<file path="config.mk">
export PLATFORM = sky130hd
export DESIGN_NAME = radial_ray_line_hit_locator_flat
export DESIGN_NICKNAME = d
export VERILOG_FILES = /design/src/sv/rrl_pkg.sv /design/src/sv/rrl_if.sv /design/src/sv/rrl_front.sv /design/src/sv/rrl_queue.sv /design/src/sv/rrl_back.sv /design/src/sv/radial_ray_line_hit_locator.sv /design/src/flat_wrapper.sv
export SDC_FILE = /design/constraint.sdc
export NUM_CORES = 2
export LEC_CHECK = 0
export ABC_AREA = 1
export BUFFER_PORTS_ARGS = -buffer_cell sky130_fd_sc_hd__buf_4
export CAP_MARGIN = 25
export CELL_PAD_IN_SITES_DETAIL_PLACEMENT = 0
export CELL_PAD_IN_SITES_GLOBAL_PLACEMENT = 2
export CORE_MARGIN = 2
export CORE_UTILIZATION = 43
export DETAILED_ROUTE_END_ITERATION = 16
export PLACE_DENSITY_LB_ADDON = 0.1
export SLEW_MARGIN = 20
export SYNTH_ARGS = -nofsm -noshare
export SYNTH_HDL_FRONTEND = slang
export SYNTH_SLANG_ARGS = --single-unit
</file>
<file path="constraint.sdc">
create_clock -name clk -period 21.2 [get_ports clk]
set_input_delay 4.24 -clock clk [delete_from_list [all_inputs] [get_ports clk]]
set_output_delay 4.24 -clock clk [all_outputs]
set_load 0.005 [all_outputs]
</file>
<file path="src/sv/rrl_pkg.sv">
`timescale 1ns / 1ps
// ----------------------------------------------------------------------------
// rrl_pkg
// Shared types, constants and trig table for the ray line-hit locator.
// ----------------------------------------------------------------------------
package rrl_pkg;

    localparam int POLY_TERMS = 4;
    localparam int STEP_BITS  = 10;
    localparam int TERM_BITS  = $clog2(POLY_TERMS + 1);
    localparam int COEF_REGS  = 4;
    localparam int Q_DEPTH    = 4;
    localparam int Q_PTR_BITS = $clog2(Q_DEPTH);

    localparam logic [STEP_BITS-1:0] STEP_MAX = {STEP_BITS{1'b1}};
    localparam logic [5:0]  GAP_CEIL   = 6'd63;
    localparam logic [8:0]  FULL_TURN  = 9'd360;
    localparam logic [8:0]  QUARTER    = 9'd90;
    localparam logic [8:0]  THREE_QTR  = 9'd270;

    // configuration register indexes
    typedef enum logic [2:0] {
        REG_COEF_ZERO     = 3'd0,
        REG_COEF_ONE      = 3'd1,
        REG_COEF_TWO      = 3'd2,
        REG_COEF_THREE    = 3'd3,
        REG_NEAR_RADIUS   = 3'd4,
        REG_SCAN_LIMIT    = 3'd5,
        REG_NEAR_DISTANCE = 3'd6,
        REG_GAP_LIMIT     = 3'd7
    } cfg_reg_t;

    typedef struct packed {
        logic [COEF_REGS-1:0][47:0] coef;
        logic [9:0]  near_radius;
        logic [9:0]  scan_limit;
        logic [14:0] near_distance;
        logic [5:0]  gap_limit;
    } cfg_t;

    // one hit handed from front to back
    typedef struct packed {
        logic [STEP_BITS-1:0] step;
        logic [8:0]           angle;
        logic                 near;
    } hit_job_t;

    typedef enum logic [2:0] {
        ST_IDLE,
        ST_MUL,
        ST_ADD,
        ST_ROUND,
        ST_PX,
        ST_PY,
        ST_DONE
    } back_state_t;

    function automatic logic [14:0] quarter_sine(input logic [6:0] a);
        logic [14:0] v;
        unique case (a)
            7'd0: v = 15'd0;      7'd1: v = 15'd286;    7'd2: v = 15'd572;
            7'd3: v = 15'd857;    7'd4: v = 15'd1143;   7'd5: v = 15'd1428;
            7'd6: v = 15'd1713;   7'd7: v = 15'd1997;   7'd8: v = 15'd2280;
            7'd9: v = 15'd2563;   7'd10: v = 15'd2845;  7'd11: v = 15'd3126;
            7'd12: v = 15'd3406;  7'd13: v = 15'd3686;  7'd14: v = 15'd3964;
            7'd15: v = 15'd4240;  7'd16: v = 15'd4516;  7'd17: v = 15'd4790;
            7'd18: v = 15'd5063;  7'd19: v = 15'd5334;  7'd20: v = 15'd5604;
            7'd21: v = 15'd5872;  7'd22: v = 15'd6138;  7'd23: v = 15'd6402;
            7'd24: v = 15'd6664;  7'd25: v = 15'd6924;  7'd26: v = 15'd7182;
            7'd27: v = 15'd7438;  7'd28: v = 15'd7692;  7'd29: v = 15'd7943;
            7'd30: v = 15'd8192;  7'd31: v = 15'd8438;  7'd32: v = 15'd8682;
            7'd33: v = 15'd8923;  7'd34: v = 15'd9162;  7'd35: v = 15'd9397;
            7'd36: v = 15'd9630;  7'd37: v = 15'd9860;  7'd38: v = 15'd10087;
            7'd39: v = 15'd10311; 7'd40: v = 15'd10531; 7'd41: v = 15'd10749;
            7'd42: v = 15'd10963; 7'd43: v = 15'd11174; 7'd44: v = 15'd11381;
            7'd45: v = 15'd11585; 7'd46: v = 15'd11786; 7'd47: v = 15'd11982;
            7'd48: v = 15'd12176; 7'd49: v = 15'd12365; 7'd50: v = 15'd12551;
            7'd51: v = 15'd12733; 7'd52: v = 15'd12911; 7'd53: v = 15'd13085;
            7'd54: v = 15'd13255; 7'd55: v = 15'd13421; 7'd56: v = 15'd13583;
            7'd57: v = 15'd13741; 7'd58: v = 15'd13894; 7'd59: v = 15'd14044;
            7'd60: v = 15'd14189; 7'd61: v = 15'd14330; 7'd62: v = 15'd14466;
            7'd63: v = 15'd14598; 7'd64: v = 15'd14726; 7'd65: v = 15'd14849;
            7'd66: v = 15'd14968; 7'd67: v = 15'd15082; 7'd68: v = 15'd15191;
            7'd69: v = 15'd15296; 7'd70: v = 15'd15396; 7'd71: v = 15'd15491;
            7'd72: v = 15'd15582; 7'd73: v = 15'd15668; 7'd74: v = 15'd15749;
            7'd75: v = 15'd15826; 7'd76: v = 15'd15897; 7'd77: v = 15'd15964;
            7'd78: v = 15'd16026; 7'd79: v = 15'd16083; 7'd80: v = 15'd16135;
            7'd81: v = 15'd16182; 7'd82: v = 15'd16225; 7'd83: v = 15'd16262;
            7'd84: v = 15'd16294; 7'd85: v = 15'd16322; 7'd86: v = 15'd16344;
            7'd87: v = 15'd16362; 7'd88: v = 15'd16374; 7'd89: v = 15'd16382;
            7'd90: v = 15'd16384;
            default: v = 15'd0;
        endcase
        return v;
    endfunction

    // signed Q14 sine of a whole-degree angle 0..359
    function automatic logic signed [15:0] sine_deg(input logic [8:0] a);
        logic [8:0]  r;
        logic [14:0] m;
        logic        neg;
        neg = 1'b0;
        if (a <= QUARTER)
            r = a;
        else if (a <= 9'd180)
            r = 9'd180 - a;
        else if (a <= THREE_QTR)
        begin
            r   = a - 9'd180;
            neg = 1'b1;
        end
        else
        begin
            r   = FULL_TURN - a;
            neg = 1'b1;
        end
        m = quarter_sine(r[6:0]);
        return neg ? -$signed({1'b0, m}) : $signed({1'b0, m});
    endfunction

endpackage

</file>
<file path="src/sv/rrl_if.sv">
`timescale 1ns / 1ps
// ----------------------------------------------------------------------------
// rrl interfaces
// Sample, hit and configuration channels with valid/ready handshake.
// ----------------------------------------------------------------------------
interface rrl_in_if;
    logic       valid;
    logic       ready;
    logic       ray_start;
    logic [8:0] ray_angle;
    logic       pixel_white;
    modport source (output valid, ray_start, ray_angle, pixel_white, input ready);
    modport sink   (input valid, ray_start, ray_angle, pixel_white, output ready);
endinterface

interface rrl_out_if;
    logic               valid;
    logic               ready;
    logic signed [15:0] point_x;
    logic signed [15:0] point_y;
    logic [14:0]        hit_distance;
    logic [8:0]         hit_angle;
    modport source (output valid, point_x, point_y, hit_distance, hit_angle, input ready);
    modport sink   (input valid, point_x, point_y, hit_distance, hit_angle, output ready);
endinterface

interface rrl_cfg_if;
    logic        valid;
    logic        ready;
    logic [2:0]  index;
    logic [47:0] data;
    modport source (output valid, index, data, input ready);
    modport sink   (input valid, index, data, output ready);
endinterface

</file>
<file path="src/sv/rrl_front.sv">
`timescale 1ns / 1ps
// ----------------------------------------------------------------------------
// rrl_front
// Per-sample detector: step count, arming, gap count; pushes hit jobs.
// ----------------------------------------------------------------------------
module rrl_front (
    input  logic             clk,
    input  logic             rst_n,
    rrl_in_if.sink           in_ch,
    input  rrl_pkg::cfg_t    cfg,
    output logic             push,
    output rrl_pkg::hit_job_t job,
    input  logic             q_full
);
    import rrl_pkg::*;

    // common width for step versus 10-bit register compares
    localparam int CMP_BITS = (STEP_BITS > 10) ? STEP_BITS : 10;

    logic                 armed_reg, armed_next;
    logic [5:0]           gap_reg, gap_next;
    logic [STEP_BITS-1:0] step_reg, step_next;
    logic                 past_end_reg, past_end_next;

    logic                 take;
    logic                 arm_e, pe_e, active;
    logic [5:0]           gap_e;
    logic [STEP_BITS-1:0] step_e;
    logic [8:0]           angle;

    assign in_ch.ready = !q_full;
    assign take        = in_ch.valid && in_ch.ready;

    // effective state after a ray start
    always_comb
    begin
        arm_e  = in_ch.ray_start ? 1'b1 : armed_reg;
        gap_e  = in_ch.ray_start ? 6'd0 : gap_reg;
        step_e = in_ch.ray_start ? '0 : step_reg;
        pe_e   = in_ch.ray_start ? 1'b0 : past_end_reg;
        angle  = (in_ch.ray_angle >= FULL_TURN) ? in_ch.ray_angle - FULL_TURN
                                                 : in_ch.ray_angle;
        active = !pe_e && (CMP_BITS'(cfg.scan_limit) >= CMP_BITS'(step_e));
    end

    // detector update
    always_comb
    begin
        armed_next    = arm_e;
        gap_next      = gap_e;
        step_next     = step_e;
        past_end_next = pe_e;
        push          = 1'b0;
        if (active)
        begin
            if (in_ch.pixel_white)
            begin
                if (arm_e)
                begin
                    push       = take;
                    armed_next = 1'b0;
                end
            end
            else if (gap_e > cfg.gap_limit)
            begin
                armed_next = 1'b1;
                gap_next   = 6'd0;
            end
            else if (gap_e < GAP_CEIL)
            begin
                gap_next = gap_e + 6'd1;
            end
        end
        if (!pe_e)
        begin
            if (step_e == STEP_MAX)
                past_end_next = 1'b1;
            else
                step_next = step_e + 1'b1;
        end
    end

    always_comb
    begin
        job.step  = step_e;
        job.angle = angle;
        job.near  = CMP_BITS'(step_e) < CMP_BITS'(cfg.near_radius);
    end

    always_ff @(posedge clk or negedge rst_n)
    begin
        if (!rst_n)
        begin
            armed_reg    <= 1'b1;
            gap_reg      <= 6'd0;
            step_reg     <= '0;
            past_end_reg <= 1'b0;
        end
        else if (take)
        begin
            armed_reg    <= armed_next;
            gap_reg      <= gap_next;
            step_reg     <= step_next;
            past_end_reg <= past_end_next;
        end
    end

endmodule

</file>
<file path="src/sv/rrl_queue.sv">
`timescale 1ns / 1ps
// ----------------------------------------------------------------------------
// rrl_queue
// Short FIFO of hit jobs between front and back.
// ----------------------------------------------------------------------------
module rrl_queue (
    input  logic              clk,
    input  logic              rst_n,
    input  logic              push,
    input  rrl_pkg::hit_job_t push_job,
    output logic              full,
    input  logic              pop,
    output rrl_pkg::hit_job_t pop_job,
    output logic              not_empty
);
    import rrl_pkg::*;

    hit_job_t              mem_reg [Q_DEPTH];
    logic [Q_PTR_BITS-1:0] wr_reg, rd_reg;
    logic [Q_PTR_BITS:0]   count_reg;

    assign full      = (count_reg == Q_PTR_BITS'(0) + (Q_PTR_BITS+1)'(Q_DEPTH));
    assign not_empty = (count_reg != '0);
    assign pop_job   = mem_reg[rd_reg];

    // storage
    always_ff @(posedge clk)
    begin
        if (push)
            mem_reg[wr_reg] <= push_job;
    end

    // pointers
    always_ff @(posedge clk or negedge rst_n)
    begin
        if (!rst_n)
        begin
            wr_reg    <= '0;
            rd_reg    <= '0;
            count_reg <= '0;
        end
        else
        begin
            if (push)
                wr_reg <= wr_reg + 1'b1;
            if (pop)
                rd_reg <= rd_reg + 1'b1;
            count_reg <= count_reg + (Q_PTR_BITS+1)'(push) - (Q_PTR_BITS+1)'(pop);
        end
    end

    assert property (@(posedge clk) disable iff (!rst_n) !(push && full))
        else $error("push into full hit queue");
    assert property (@(posedge clk) disable iff (!rst_n) !(pop && !not_empty))
        else $error("pop from empty hit queue");
    assert property (@(posedge clk) disable iff (!rst_n)
                     count_reg <= (Q_PTR_BITS+1)'(Q_DEPTH))
        else $error("hit queue count overflow");

endmodule

</file>
<file path="src/sv/rrl_back.sv">
`timescale 1ns / 1ps
// ----------------------------------------------------------------------------
// rrl_back
// Hit evaluator: Horner polynomial with saturation, rounding, x/y scaling.
// ----------------------------------------------------------------------------
module rrl_back (
    input  logic              clk,
    input  logic              rst_n,
    input  rrl_pkg::cfg_t     cfg,
    input  logic              job_avail,
    input  rrl_pkg::hit_job_t job,
    output logic              pop,
    rrl_out_if.source         out_ch
);
    import rrl_pkg::*;

    localparam logic signed [64:0] ACC_BOUND = 65'sd1 <<< 62;

    back_state_t state_reg, state_next;

    logic [STEP_BITS-1:0]  p_reg;
    logic [8:0]            angle_reg;
    logic                  near_reg;
    logic [TERM_BITS-1:0]  term_reg;
    logic signed [63:0]    acc_reg;
    logic [62+STEP_BITS:0] prod_reg;
    logic                  neg_reg;
    logic [14:0]           d_reg;
    logic signed [15:0]    x_reg;
    logic signed [15:0]    y_reg;
    logic                  out_valid_reg;

    logic                  load_out;
    logic [62:0]           acc_mag;
    logic [62:0]           prod_sat;
    logic signed [64:0]    sum;
    logic signed [47:0]    coef_sel;
    logic [8:0]            cos_angle;
    logic signed [15:0]    sin_v;
    logic [14:0]           sin_mag;
    logic [29:0]           scaled;
    logic signed [15:0]    scaled_s;
    logic [35:0]           rnd;

    // next state
    always_comb
    begin
        state_next = state_reg;
        unique case (state_reg)
            ST_IDLE:  if (job_avail) state_next = job.near ? ST_ROUND : ST_MUL;
            ST_MUL:   state_next = ST_ADD;
            ST_ADD:   state_next = (term_reg == '0) ? ST_ROUND : ST_MUL;
            ST_ROUND: state_next = ST_PX;
            ST_PX:    state_next = ST_PY;
            ST_PY:    state_next = ST_DONE;
            ST_DONE:  if (!out_valid_reg || out_ch.ready) state_next = ST_IDLE;
            default:  state_next = ST_IDLE;
        endcase
    end

    // control outputs
    always_comb
    begin
        pop      = 1'b0;
        load_out = 1'b0;
        unique case (state_reg)
            ST_IDLE: pop      = job_avail;
            ST_DONE: load_out = !out_valid_reg || out_ch.ready;
            default: ;
        endcase
    end

    // datapath helpers
    always_comb
    begin
        acc_mag  = acc_reg[63] ? 63'(-acc_reg) : acc_reg[62:0];
        prod_sat = (prod_reg > (62+STEP_BITS+1)'(ACC_BOUND)) ? 63'(ACC_BOUND)
                                                              : prod_reg[62:0];
        coef_sel = 48'sd0;
        for (int i = 0; i < COEF_REGS; i++)
            if (TERM_BITS'(i) == term_reg)
                coef_sel = $signed(cfg.coef[i]);
        sum = (neg_reg ? -$signed({2'b00, prod_sat}) : $signed({2'b00, prod_sat}))
              + 65'(coef_sel);
        rnd = 36'(acc_reg[62:0] + 63'(1 << 27) >> 28);
        cos_angle = (angle_reg < THREE_QTR) ? angle_reg + QUARTER : angle_reg - THREE_QTR;
        sin_v   = sine_deg(state_reg == ST_PX ? cos_angle : angle_reg);
        sin_mag = sin_v[15] ? 15'(-sin_v) : sin_v[14:0];
        scaled  = 30'((30'(d_reg) * 30'(sin_mag) + 30'd8192) >> 14);
        scaled_s = sin_v[15] ? -$signed(scaled[15:0]) : $signed(scaled[15:0]);
    end

    always_ff @(posedge clk)
    begin
        unique case (state_reg)
            ST_IDLE:
            begin
                p_reg     <= job.step;
                angle_reg <= job.angle;
                near_reg  <= job.near;
                term_reg  <= TERM_BITS'(POLY_TERMS - 1);
                acc_reg   <= '0;
            end
            ST_MUL:
            begin
                prod_reg <= (62+STEP_BITS+1)'(acc_mag) * (62+STEP_BITS+1)'(p_reg);
                neg_reg  <= acc_reg[63];
            end
            ST_ADD:
            begin
                if (sum > ACC_BOUND)
                    acc_reg <= 64'(ACC_BOUND);
                else if (sum < -ACC_BOUND)
                    acc_reg <= 64'(-ACC_BOUND);
                else
                    acc_reg <= 64'(sum);
                term_reg <= term_reg - 1'b1;
            end
            ST_ROUND:
            begin
                if (near_reg)
                    d_reg <= cfg.near_distance;
                else if (acc_reg <= 64'sd0)
                    d_reg <= 15'd0;
                else if (rnd > 36'd32767)
                    d_reg <= 15'd32767;
                else
                    d_reg <= rnd[14:0];
            end
            ST_PX:   x_reg <= scaled_s;
            ST_PY:   y_reg <= scaled_s;
            default: ;
        endcase
    end

    always_ff @(posedge clk or negedge rst_n)
    begin
        if (!rst_n)
            state_reg <= ST_IDLE;
        else
            state_reg <= state_next;
    end

    // output word register
    always_ff @(posedge clk or negedge rst_n)
    begin
        if (!rst_n)
            out_valid_reg <= 1'b0;
        else if (load_out)
            out_valid_reg <= 1'b1;
        else if (out_ch.ready)
            out_valid_reg <= 1'b0;
    end

    always_ff @(posedge clk)
    begin
        if (load_out)
        begin
            out_ch.point_x      <= x_reg;
            out_ch.point_y      <= y_reg;
            out_ch.hit_distance <= d_reg;
            out_ch.hit_angle    <= angle_reg;
        end
    end

    assign out_ch.valid = out_valid_reg;

    assert property (@(posedge clk) disable iff (!rst_n)
                     state_reg == ST_MUL |=> state_reg == ST_ADD)
        else $error("multiply not followed by add");
    assert property (@(posedge clk) disable iff (!rst_n)
                     state_reg == ST_ROUND && !near_reg |->
                     acc_reg <= 64'(ACC_BOUND) && acc_reg >= 64'(-ACC_BOUND))
        else $error("accumulator outside saturation bound");
    assert property (@(posedge clk) disable iff (!rst_n)
                     pop |=> state_reg == ST_MUL || state_reg == ST_ROUND)
        else $error("job pop without evaluation start");

endmodule

</file>
<file path="src/sv/radial_ray_line_hit_locator.sv">
`timescale 1ns / 1ps
// Throughput: one sample per cycle while the hit queue is not full; hits are
// evaluated one at a time by the back end, which reuses its Horner multiplier.
// A 4-entry hit queue absorbs bursts; sample intake stalls while it is full.
// Reset: detector armed, counts zero, registers at their defaults, no clear pass.
// ----------------------------------------------------------------------------
// radial_ray_line_hit_locator
// Top level: config registers, sample front end, hit queue, hit back end.
// ----------------------------------------------------------------------------
module radial_ray_line_hit_locator (
    input  logic      clk,
    input  logic      rst_n,
    rrl_in_if.sink    in_ch,
    rrl_out_if.source out_ch,
    rrl_cfg_if.sink   cfg_ch
);
    import rrl_pkg::*;

    cfg_t     cfg_reg;
    logic     push, q_full, pop, q_avail;
    hit_job_t push_job, pop_job;

    // configuration register file
    assign cfg_ch.ready = 1'b1;

    always_ff @(posedge clk or negedge rst_n)
    begin
        if (!rst_n)
        begin
            cfg_reg.coef          <= {48'd0, 48'd0, 48'd4294967296, 48'd0};
            cfg_reg.near_radius   <= 10'd0;
            cfg_reg.scan_limit    <= 10'd1023;
            cfg_reg.near_distance <= 15'd800;
            cfg_reg.gap_limit     <= 6'd5;
        end
        else if (cfg_ch.valid)
        begin
            unique case (cfg_reg_t'(cfg_ch.index))
                REG_COEF_ZERO:     cfg_reg.coef[0]       <= cfg_ch.data;
                REG_COEF_ONE:      cfg_reg.coef[1]       <= cfg_ch.data;
                REG_COEF_TWO:      cfg_reg.coef[2]       <= cfg_ch.data;
                REG_COEF_THREE:    cfg_reg.coef[3]       <= cfg_ch.data;
                REG_NEAR_RADIUS:   cfg_reg.near_radius   <= cfg_ch.data[9:0];
                REG_SCAN_LIMIT:    cfg_reg.scan_limit    <= cfg_ch.data[9:0];
                REG_NEAR_DISTANCE: cfg_reg.near_distance <= cfg_ch.data[14:0];
                REG_GAP_LIMIT:     cfg_reg.gap_limit     <= cfg_ch.data[5:0];
                default: ;
            endcase
        end
    end

    rrl_front u_front (
        .clk    (clk),
        .rst_n  (rst_n),
        .in_ch  (in_ch),
        .cfg    (cfg_reg),
        .push   (push),
        .job    (push_job),
        .q_full (q_full)
    );

    rrl_queue u_queue (
        .clk       (clk),
        .rst_n     (rst_n),
        .push      (push),
        .push_job  (push_job),
        .full      (q_full),
        .pop       (pop),
        .pop_job   (pop_job),
        .not_empty (q_avail)
    );

    rrl_back u_back (
        .clk       (clk),
        .rst_n     (rst_n),
        .cfg       (cfg_reg),
        .job_avail (q_avail),
        .job       (pop_job),
        .pop       (pop),
        .out_ch    (out_ch)
    );

endmodule
</file>
<file path="src/flat_wrapper.sv">
// flat-port wrapper written by rule: the top's interface ports become plain ports
module radial_ray_line_hit_locator_flat import rrl_pkg::*;
  (clk, rst_n, in_ch_valid, in_ch_ray_start, in_ch_ray_angle, in_ch_pixel_white, in_ch_ready, out_ch_valid, out_ch_point_x, out_ch_point_y, out_ch_hit_distance, out_ch_hit_angle, out_ch_ready, cfg_ch_valid, cfg_ch_index, cfg_ch_data, cfg_ch_ready);
  rrl_in_if in_ch_i ();
  rrl_out_if out_ch_i ();
  rrl_cfg_if cfg_ch_i ();
  input  logic clk;
  input  logic rst_n;
  input wire logic [$bits(in_ch_i.valid)-1:0] in_ch_valid;
  input wire logic [$bits(in_ch_i.ray_start)-1:0] in_ch_ray_start;
  input wire logic [$bits(in_ch_i.ray_angle)-1:0] in_ch_ray_angle;
  input wire logic [$bits(in_ch_i.pixel_white)-1:0] in_ch_pixel_white;
  output wire logic [$bits(in_ch_i.ready)-1:0] in_ch_ready;
  output wire logic [$bits(out_ch_i.valid)-1:0] out_ch_valid;
  output wire logic [$bits(out_ch_i.point_x)-1:0] out_ch_point_x;
  output wire logic [$bits(out_ch_i.point_y)-1:0] out_ch_point_y;
  output wire logic [$bits(out_ch_i.hit_distance)-1:0] out_ch_hit_distance;
  output wire logic [$bits(out_ch_i.hit_angle)-1:0] out_ch_hit_angle;
  input wire logic [$bits(out_ch_i.ready)-1:0] out_ch_ready;
  input wire logic [$bits(cfg_ch_i.valid)-1:0] cfg_ch_valid;
  input wire logic [$bits(cfg_ch_i.index)-1:0] cfg_ch_index;
  input wire logic [$bits(cfg_ch_i.data)-1:0] cfg_ch_data;
  output wire logic [$bits(cfg_ch_i.ready)-1:0] cfg_ch_ready;
  assign in_ch_i.valid = in_ch_valid;
  assign in_ch_i.ray_start = in_ch_ray_start;
  assign in_ch_i.ray_angle = in_ch_ray_angle;
  assign in_ch_i.pixel_white = in_ch_pixel_white;
  assign in_ch_ready = in_ch_i.ready;
  assign out_ch_valid = out_ch_i.valid;
  assign out_ch_point_x = out_ch_i.point_x;
  assign out_ch_point_y = out_ch_i.point_y;
  assign out_ch_hit_distance = out_ch_i.hit_distance;
  assign out_ch_hit_angle = out_ch_i.hit_angle;
  assign out_ch_i.ready = out_ch_ready;
  assign cfg_ch_i.valid = cfg_ch_valid;
  assign cfg_ch_i.index = cfg_ch_index;
  assign cfg_ch_i.data = cfg_ch_data;
  assign cfg_ch_ready = cfg_ch_i.ready;
  radial_ray_line_hit_locator u_core (.clk(clk), .rst_n(rst_n), .in_ch(in_ch_i), .out_ch(out_ch_i), .cfg_ch(cfg_ch_i));
endmodule
</file>
# Word level (Yosys, flattened, before mapping)
# Memories as Yosys holds them, arrays and structs flattened.
# Cells that the tools add are included.
# W data, S select, Z words.
[word_totals] register_bits=526 latchBits=0 ram_bits=80 rom_bits=1920 inputBits=67 output_inout_bits=59 word_cells=165 mem_count=2
[op_classes] add_sub_neg=21 multipliers=2 n_div=0 n_lt_le_gt_ge=14 n_eq_ne=20 shift=0 mux=54 bitwise=0 reduce_logical=21
[memory_table] memory="(name not given)" words=128 word_bits=15 rd=1 rd_ports_with_merged_regs=0 wr=0 line_no="rrl_pkg.sv:60" text="unique case (a)"
[memory_table] memory="u_core.u_queue.mem_reg" words=4 word_bits=20 rd=1 rd_ports_with_merged_regs=0 wr=1 line_no="rrl_queue.sv:18" text="hit_job_t mem_reg [Q_DEPTH];"
[op_table] cell="$mux W48" n=4
[op_table] cell="$mux W64" n=2
[op_table] cell="$pmux W64 S2" n=1
[op_table] cell="$mux W63" n=2
[op_table] cell="$gt A73 B63 Y1 const B" n=1
[op_table] cell="$mul A63 B10 Y73" n=1
[op_table] cell="$add A65 B48 Y65" n=1
[op_table] cell="$gt A65 B64 Y1 const B" n=1
[op_table] cell="$lt A65 B63 Y1 const B" n=1
[op_table] cell="$mux W65" n=1
[op_table] cell="$neg A63 Y65" n=1
[op_table] cell="$le A64 B1 Y1 const B" n=1
[op_table] cell="$add A63 B28 Y63 const B" n=1
[op_table] cell="$neg A63 Y63" n=1
[op_table] cell="$mux W15" n=4
[op_table] cell="$gt A35 B15 Y1 const B" n=1
[op_table] cell="$mux W16" n=2
[op_table] cell="$add A30 B14 Y30 const B" n=1
[op_table] cell="$mul A15 B15 Y30" n=1
[op_table] cell="$mux W10" n=3
[op_table] cell="$mux W6" n=5
[op_table] cell="$mux W9" n=3
[op_table] cell="$eq A3 B3 Y1 const B" n=8
[op_table] cell="$mux W7" n=3
[op_table] cell="41 further kinds" n=82

# Longest topological paths before layout
# An unclocked memory read counts as a cell.
[depth] word_depth=16 mapped_depth=73 mapped_depth_nobuf=72

# By module
# A second synthesis with hierarchy kept.
[unflattened] cells_unflattened=7952 area_unflattened_um2=63156.8
[by_module_without_submodules] mod="rrl_back" instances=1 cells_per_inst=6207 area_per_inst_um2=48031.1 seq_area_each_um2=8027.7
[by_module_without_submodules] mod="radial_ray_line_hit_locator" instances=1 cells_per_inst=1027 area_per_inst_um2=9106.2 seq_area_each_um2=5850.6
[by_module_without_submodules] mod="rrl_queue" instances=1 cells_per_inst=360 area_per_inst_um2=3832.4 seq_area_each_um2=2577.5
[by_module_without_submodules] mod="rrl_front" instances=1 cells_per_inst=358 area_per_inst_um2=2187.1 seq_area_each_um2=451.7

# Least setup slack after synthesis
# No wires, ideal clock.
[synth_timing] path_kind="reg2reg" startpoint="register u_core.u_back.angle_reg[1]" endpoint="register u_core.u_back.x_reg[8], data pin" setup_ns=0.257 arrival_ns=10.244 required_ns=20.943 slack_ns=10.699 path_stages_with_launch=67 n_path_buf=1 period_less_slack_ns=10.501 path_cell_list="edfxtp_1 > ha_1 > inv_1 > nand2_1 > nand3_2 > nand2_1 > nand2_1 > nand2_1 > a21oi_4 > ha_1 > a21oi_1 > nand3_1 > nand2_1 > nand2_1 > nand2_2 > nand2_1 > nand2_1 > nand2_1 > [31 not listed] > inv_1 > ha_1 > nand2_1 > nor2_1 > inv_1 > nor3_1 > nand2_1 > nand2_1 > xor2_1 > inv_1 > ha_1 > nand3_1 > nor2_1 > nand2_1 > nand2_1 > nand2_1 > xnor2_1 > inv_1"
[synth_between] elab_chain_cells=16 word_cells_on_any_way=25 classes_between="add/sub (9); mul (1); order compare (4); mux (10); memory (1)"
[synth_lines] item="start, declared" line_no="rrl_back.sv:22" text="logic [8:0] angle_reg;"
[synth_lines] item="start signal, assigned" line_no="rrl_back.sv:99" text="angle_reg <= job.angle;"
[synth_lines] item="$sub A9 B9 Y9 (tied with other cells)" line_no="rrl_back.sv:86" text="cos_angle = (angle_reg < THREE_QTR) ? angle_reg + QUARTER : angle_reg - THREE_QTR;"
[synth_lines] item="$mux W9" line_no="rrl_back.sv:86"
[synth_lines] item="$mux W9 (*)" line_no="rrl_back.sv:87" text="sin_v = sine_deg(state_reg == ST_PX ? cos_angle : angle_reg);"
[synth_lines] item="$le A9 B9 Y1 (tied with other cells)" line_no="rrl_pkg.sv:107" text="else if (a <= THREE_QTR)"
[synth_lines] item="$mux W7" line_no="rrl_pkg.sv:107"
[synth_lines] item="$mux W7" line_no="rrl_pkg.sv:105" text="else if (a <= 9'd180)"
[synth_lines] item="$mux W7" line_no="rrl_pkg.sv:103" text="if (a <= QUARTER)"
[synth_lines] item="$mem_v2 Z128 W15"
[synth_lines] item="$neg A15 Y16" line_no="rrl_pkg.sv:118" text="return neg ? -$signed({1'b0, m}) : $signed({1'b0, m});"
[synth_lines] item="$mux W16 (*)" line_no="rrl_pkg.sv:118"
[synth_lines] item="$neg A15 Y15" line_no="rrl_back.sv:88" text="sin_mag = sin_v[15] ? 15'(-sin_v) : sin_v[14:0];"
[synth_lines] item="$mux W15" line_no="rrl_back.sv:88"
[synth_lines] item="$mul A15 B15 Y30" line_no="rrl_back.sv:89" text="scaled = 30'((30'(d_reg) * 30'(sin_mag) + 30'd8192) >> 14);"
[synth_lines] item="$add A30 B14 Y30" line_no="rrl_back.sv:89"
[synth_lines] item="$neg A16 Y16" line_no="rrl_back.sv:90" text="scaled_s = sin_v[15] ? -$signed(scaled[15:0]) : $signed(scaled[15:0]);"
[synth_lines] item="$mux W16 (*)" line_no="rrl_back.sv:90"
[synth_lines] item="net u_core.u_back.scaled_s[8]" line_no="rrl_back.sv:42" text="logic signed [15:0] scaled_s;"
[synth_lines] item="end signal, assigned" line_no="rrl_back.sv:130" text="ST_PX: x_reg <= scaled_s;"
[synth_lines] item="end, declared" line_no="rrl_back.sv:29" text="logic signed [15:0] x_reg;"
# Mark *: on every way through the listed nets, which the timed path passes. The rest lies on a longest branch.
# A chain may end at the register's enable or synchronous reset.

# Worst setup path in the final report
[layout_timing] startpoint="register u_core.u_back.state_reg[0]" endpoint="register u_core.u_back.y_reg[11], data pin"
[layout_between] elab_chain_cells=15 word_cells_on_any_way=22 classes_between="add/sub (7); mul (1); order compare (3); eq/ne (1); mux (9); memory (1)"
[layout_lines] item="start, declared" line_no="rrl_back.sv:19" text="back_state_t state_reg, state_next;"
[layout_lines] item="start signal, assigned" line_no="rrl_back.sv:141" text="state_reg <= state_next;"
[layout_lines] item="$eq A3 B3 Y1 (*)" line_no="rrl_back.sv:87"
[layout_lines] item="$mux W9 (*)" line_no="rrl_back.sv:87"
[layout_lines] item="$le A9 B9 Y1 (tied with other cells)" line_no="rrl_pkg.sv:107"
[layout_lines] item="$mux W7" line_no="rrl_pkg.sv:107"
[layout_lines] item="$mux W7" line_no="rrl_pkg.sv:105"
[layout_lines] item="$mux W7" line_no="rrl_pkg.sv:103"
[layout_lines] item="$mem_v2 Z128 W15"
[layout_lines] item="$neg A15 Y16" line_no="rrl_pkg.sv:118"
[layout_lines] item="$mux W16 (*)" line_no="rrl_pkg.sv:118"
[layout_lines] item="$neg A15 Y15" line_no="rrl_back.sv:88"
[layout_lines] item="$mux W15" line_no="rrl_back.sv:88"
[layout_lines] item="$mul A15 B15 Y30" line_no="rrl_back.sv:89"
[layout_lines] item="$add A30 B14 Y30" line_no="rrl_back.sv:89"
[layout_lines] item="$neg A16 Y16" line_no="rrl_back.sv:90"
[layout_lines] item="$mux W16 (*)" line_no="rrl_back.sv:90"
[layout_lines] item="net u_core.u_back.scaled_s[11]" line_no="rrl_back.sv:42"
[layout_lines] item="end signal, assigned" line_no="rrl_back.sv:131" text="ST_PY: y_reg <= scaled_s;"
[layout_lines] item="end, declared" line_no="rrl_back.sv:30" text="logic signed [15:0] y_reg;"
# Marks and branches as above.

==> qor.yml <==
synth:
  ys_ff_latch: 606
  async_reset_ff_share_pct: 43.23
  synth_area_um2: 61660
  syn_inst: 7595
  syn_nets: 8655
  synth_warnings: 0
  synth-edff-count: 344
  ys.flop_type: "edfxtp_1"
  synth.distinct_cells: 77
  synth_area_per_cell_um2: 8.118
  yosysSeqAreaShare_pct: 27.42
floorplan:
  die_y_um: 382.7
  die_area_um2: 146400
  fp.dieW_um: 382.7
  fp-row-count: 138
  core_area_um2: 141900
  initial_core_util_pct: 43.44
  io_pins: 126
cts:
  cts-resized-gates: 0
  cts_buffers: 67
  insertion_delay_ns: 0.65
  hold_buffers: 0
  htreeDepth: 3
  clk_path_buf_depth: 3
  clock-sinks: 606
  cts_setup_buffers: 0
  clockRootBuffer: "clkbuf_16"
  path_clk_slew_ns: 0.06
  tritoncts: "built"
sta:
  finalMaxSlewViolations: 0
  setup_viol_count_final: 0
  fin_setup_tns_ns: 0
  fmax_ghz: 0.07840
  post-route-min-period_ns: 12.76
  rsz0062_at_grt: "no"
  min_period_over_period_pct: 60.17
  slew_headroom_pct: 30.59
  tightest_slew_ns: 1.041
  finClkSkew_ns: 0.03076
  finalHoldViolCount: 0
grt:
  grt_use_total_pct: 27.32
  first_global_vias: 51490
  grt_max_degree: 125
  grt_pass1_wl_um: 309300
  overflow: 0
  antenna_found_initial: 5
critical_path:
  crit_type: "flip-flop to flip-flop"
  cpMaxStageDelayCell: "xor2_2"
  crit_path_frequent_cell: "nand2_1"
  end_kind: "flip-flop"
  cp.required_ns: 21.67
  rrSetupSlack_ns: 8.44
  timing.critical_path.fanout_max: 26
  cpPeakStageDelay_ns: 0.59
  arrival_ns: 13.22
  cp-start-kind: "flip-flop"
cells_and_area:
  final_area_um2: 66820
  fin_nets: 8672
  final_cell_mix: "1704 x nand2_1, 1190 x inv_1, 903 x nor2_1, 656 x fa_1, 456 x o21ai_0"
  largest_reg_flops: 233
  areaGrowthSynthToFinish_pct: 8.377
  final_common_cell: "nand2_1"
  drive_gt1_share_pct: 5.743
drt:
  wire_per_inst_um: 20.64
  drtAntennaViolNets: 0
  drcViolationCount: 0
  dr.pass1.iters: 5
  vias_per_cell: 5.296
  first_iter_violations: 3730
  totalWireLength_um: 197200
  vias: 50590
placement:
  dp_hpwl_um: 153600
  io_buffers: 124
  routabilityCongestion: 0.9134
  placedInstanceArea_um2: 64590
outcome:
  status: "complete, no violations"
hold_path:
  hold_path.class: "flip-flop to flip-flop"
flow_run:
  max_cap_viol_count: 0
layer usage:
| layer | wire (um) | vias up | GRT usage (%) |
|---|---|---|---|
| li1 | - | 24180 | - |
| met1 | 83350 | 25070 | 35.30 |
| met2 | 101700 | 1086 | 49.21 |
| met3 | 7208 | 246 | 2.237 |
| met4 | 4988 | 0 | 6.919 |
| met5 | 0 | - | 0 |
logic make-up after synthesis:
kind of cell | Yosys count | share of synthesized area [%]
other | 1 | 0.006082
AOI/OAI and AO/OA | 1028 | 9.663
buffers and inverters | 1470 | 9.083
and+or+nand+nor | 3189 | 21.22
adders and majority gates | 993 | 28.14
xor gates and xnor gates | 308 | 4.466
DFF | 606 | 27.42
cells in the mapped netlist (22+ instances only):
cell	instances	area, um2
nand2_1	1707	6407
inv_1	1190	4467
nor2_1	908	3408
fa_1	656	13130
o21ai_0	457	2287
edfxtp_1	344	10330
ha_1	337	4217
nand3_1	279	1396
a21oi_1	271	1356
dfrtp_1	245	6131
clkbuf_1	219	822.0
xor2_1	199	1743
xnor2_1	103	902.1
nor3_1	87	435.4
nand4_1	66	412.9
o211ai_1	56	420.4
nor4_1	48	300.3
a221o_1	46	460.4
a31oi_1	36	225.2
o22ai_1	27	168.9
o21a_1	22	165.2
or2_2	22	137.6
worst max-delay path: cells and delay by family, from the launching register on:
| kind | cells | cell delay (ns) |
|---|---|---|
| simple gates | 27 | 4.02 |
| fa+ha+maj | 10 | 4.51 |
| compound gates | 7 | 1.28 |
| flops | 1 | 0.47 |
| buf+inv | 8 | 1.22 |
| xor+xnor | 3 | 1.04 |
area by class of cell:
type                            instances  area [um2]
Tap cell                             1890        2365
Clock inverter                         31       355.3
Inverter                             1210        4544
Clock buffer                           87        1847
Sequential cell                       606       16910
Fill cell                           14330       75110
Antenna cell                            1       2.502
Multi-Input combinational cell       5519       39220
Timing Repair Buffer                  208        1582
worst paths after layout:
| check | from | endpoint | cells after the start |
|---|---|---|---|
| hold / removal | u_core.u_back.x_reg[14]$_DFFE_PN_ | u_core.u_back.out_ch.point_x[14]$_DFFE_PP_ | 0 |
| min in group asynchronous | rst_n | u_core.cfg_reg[73]$_DFFE_PN0P_ | 1 |
| hold reg to reg | u_core.u_back.x_reg[14]$_DFFE_PN_ | u_core.u_back.out_ch.point_x[14]$_DFFE_PP_ | 0 |
| setup reg to reg | u_core.u_back.state_reg[0]$_DFFE_PN0P_ | u_core.u_back.y_reg[11]$_DFFE_PP_ | 55 |
| max in group asynchronous | rst_n | u_core.u_queue.rd_reg[1]$_DFFE_PN0P_ | 3 |
| setup / recovery | u_core.u_back.state_reg[0]$_DFFE_PN0P_ | u_core.u_back.y_reg[11]$_DFFE_PP_ | 55 |
through the flow:
stage	worst slack (ns)	hold slack [ns]	cells	utilization, %
6_report	8.444	0.4180	9552	47.08
5_1_grt	7.260	0.4268	9552	47.08
4_1_cts	8.342	0.4201	9550	47.06
3_5_place_dp	8.387	0.4045	9432	45.51
3_3_place_gp	8.561	0.4046	9432	45.51
2_1_floorplan	10.70	0.4003	7595	-
Power is left out: the tool's default activity adds up to more than one toggle a clock period on the data nets, which glitch-free logic cannot reach.
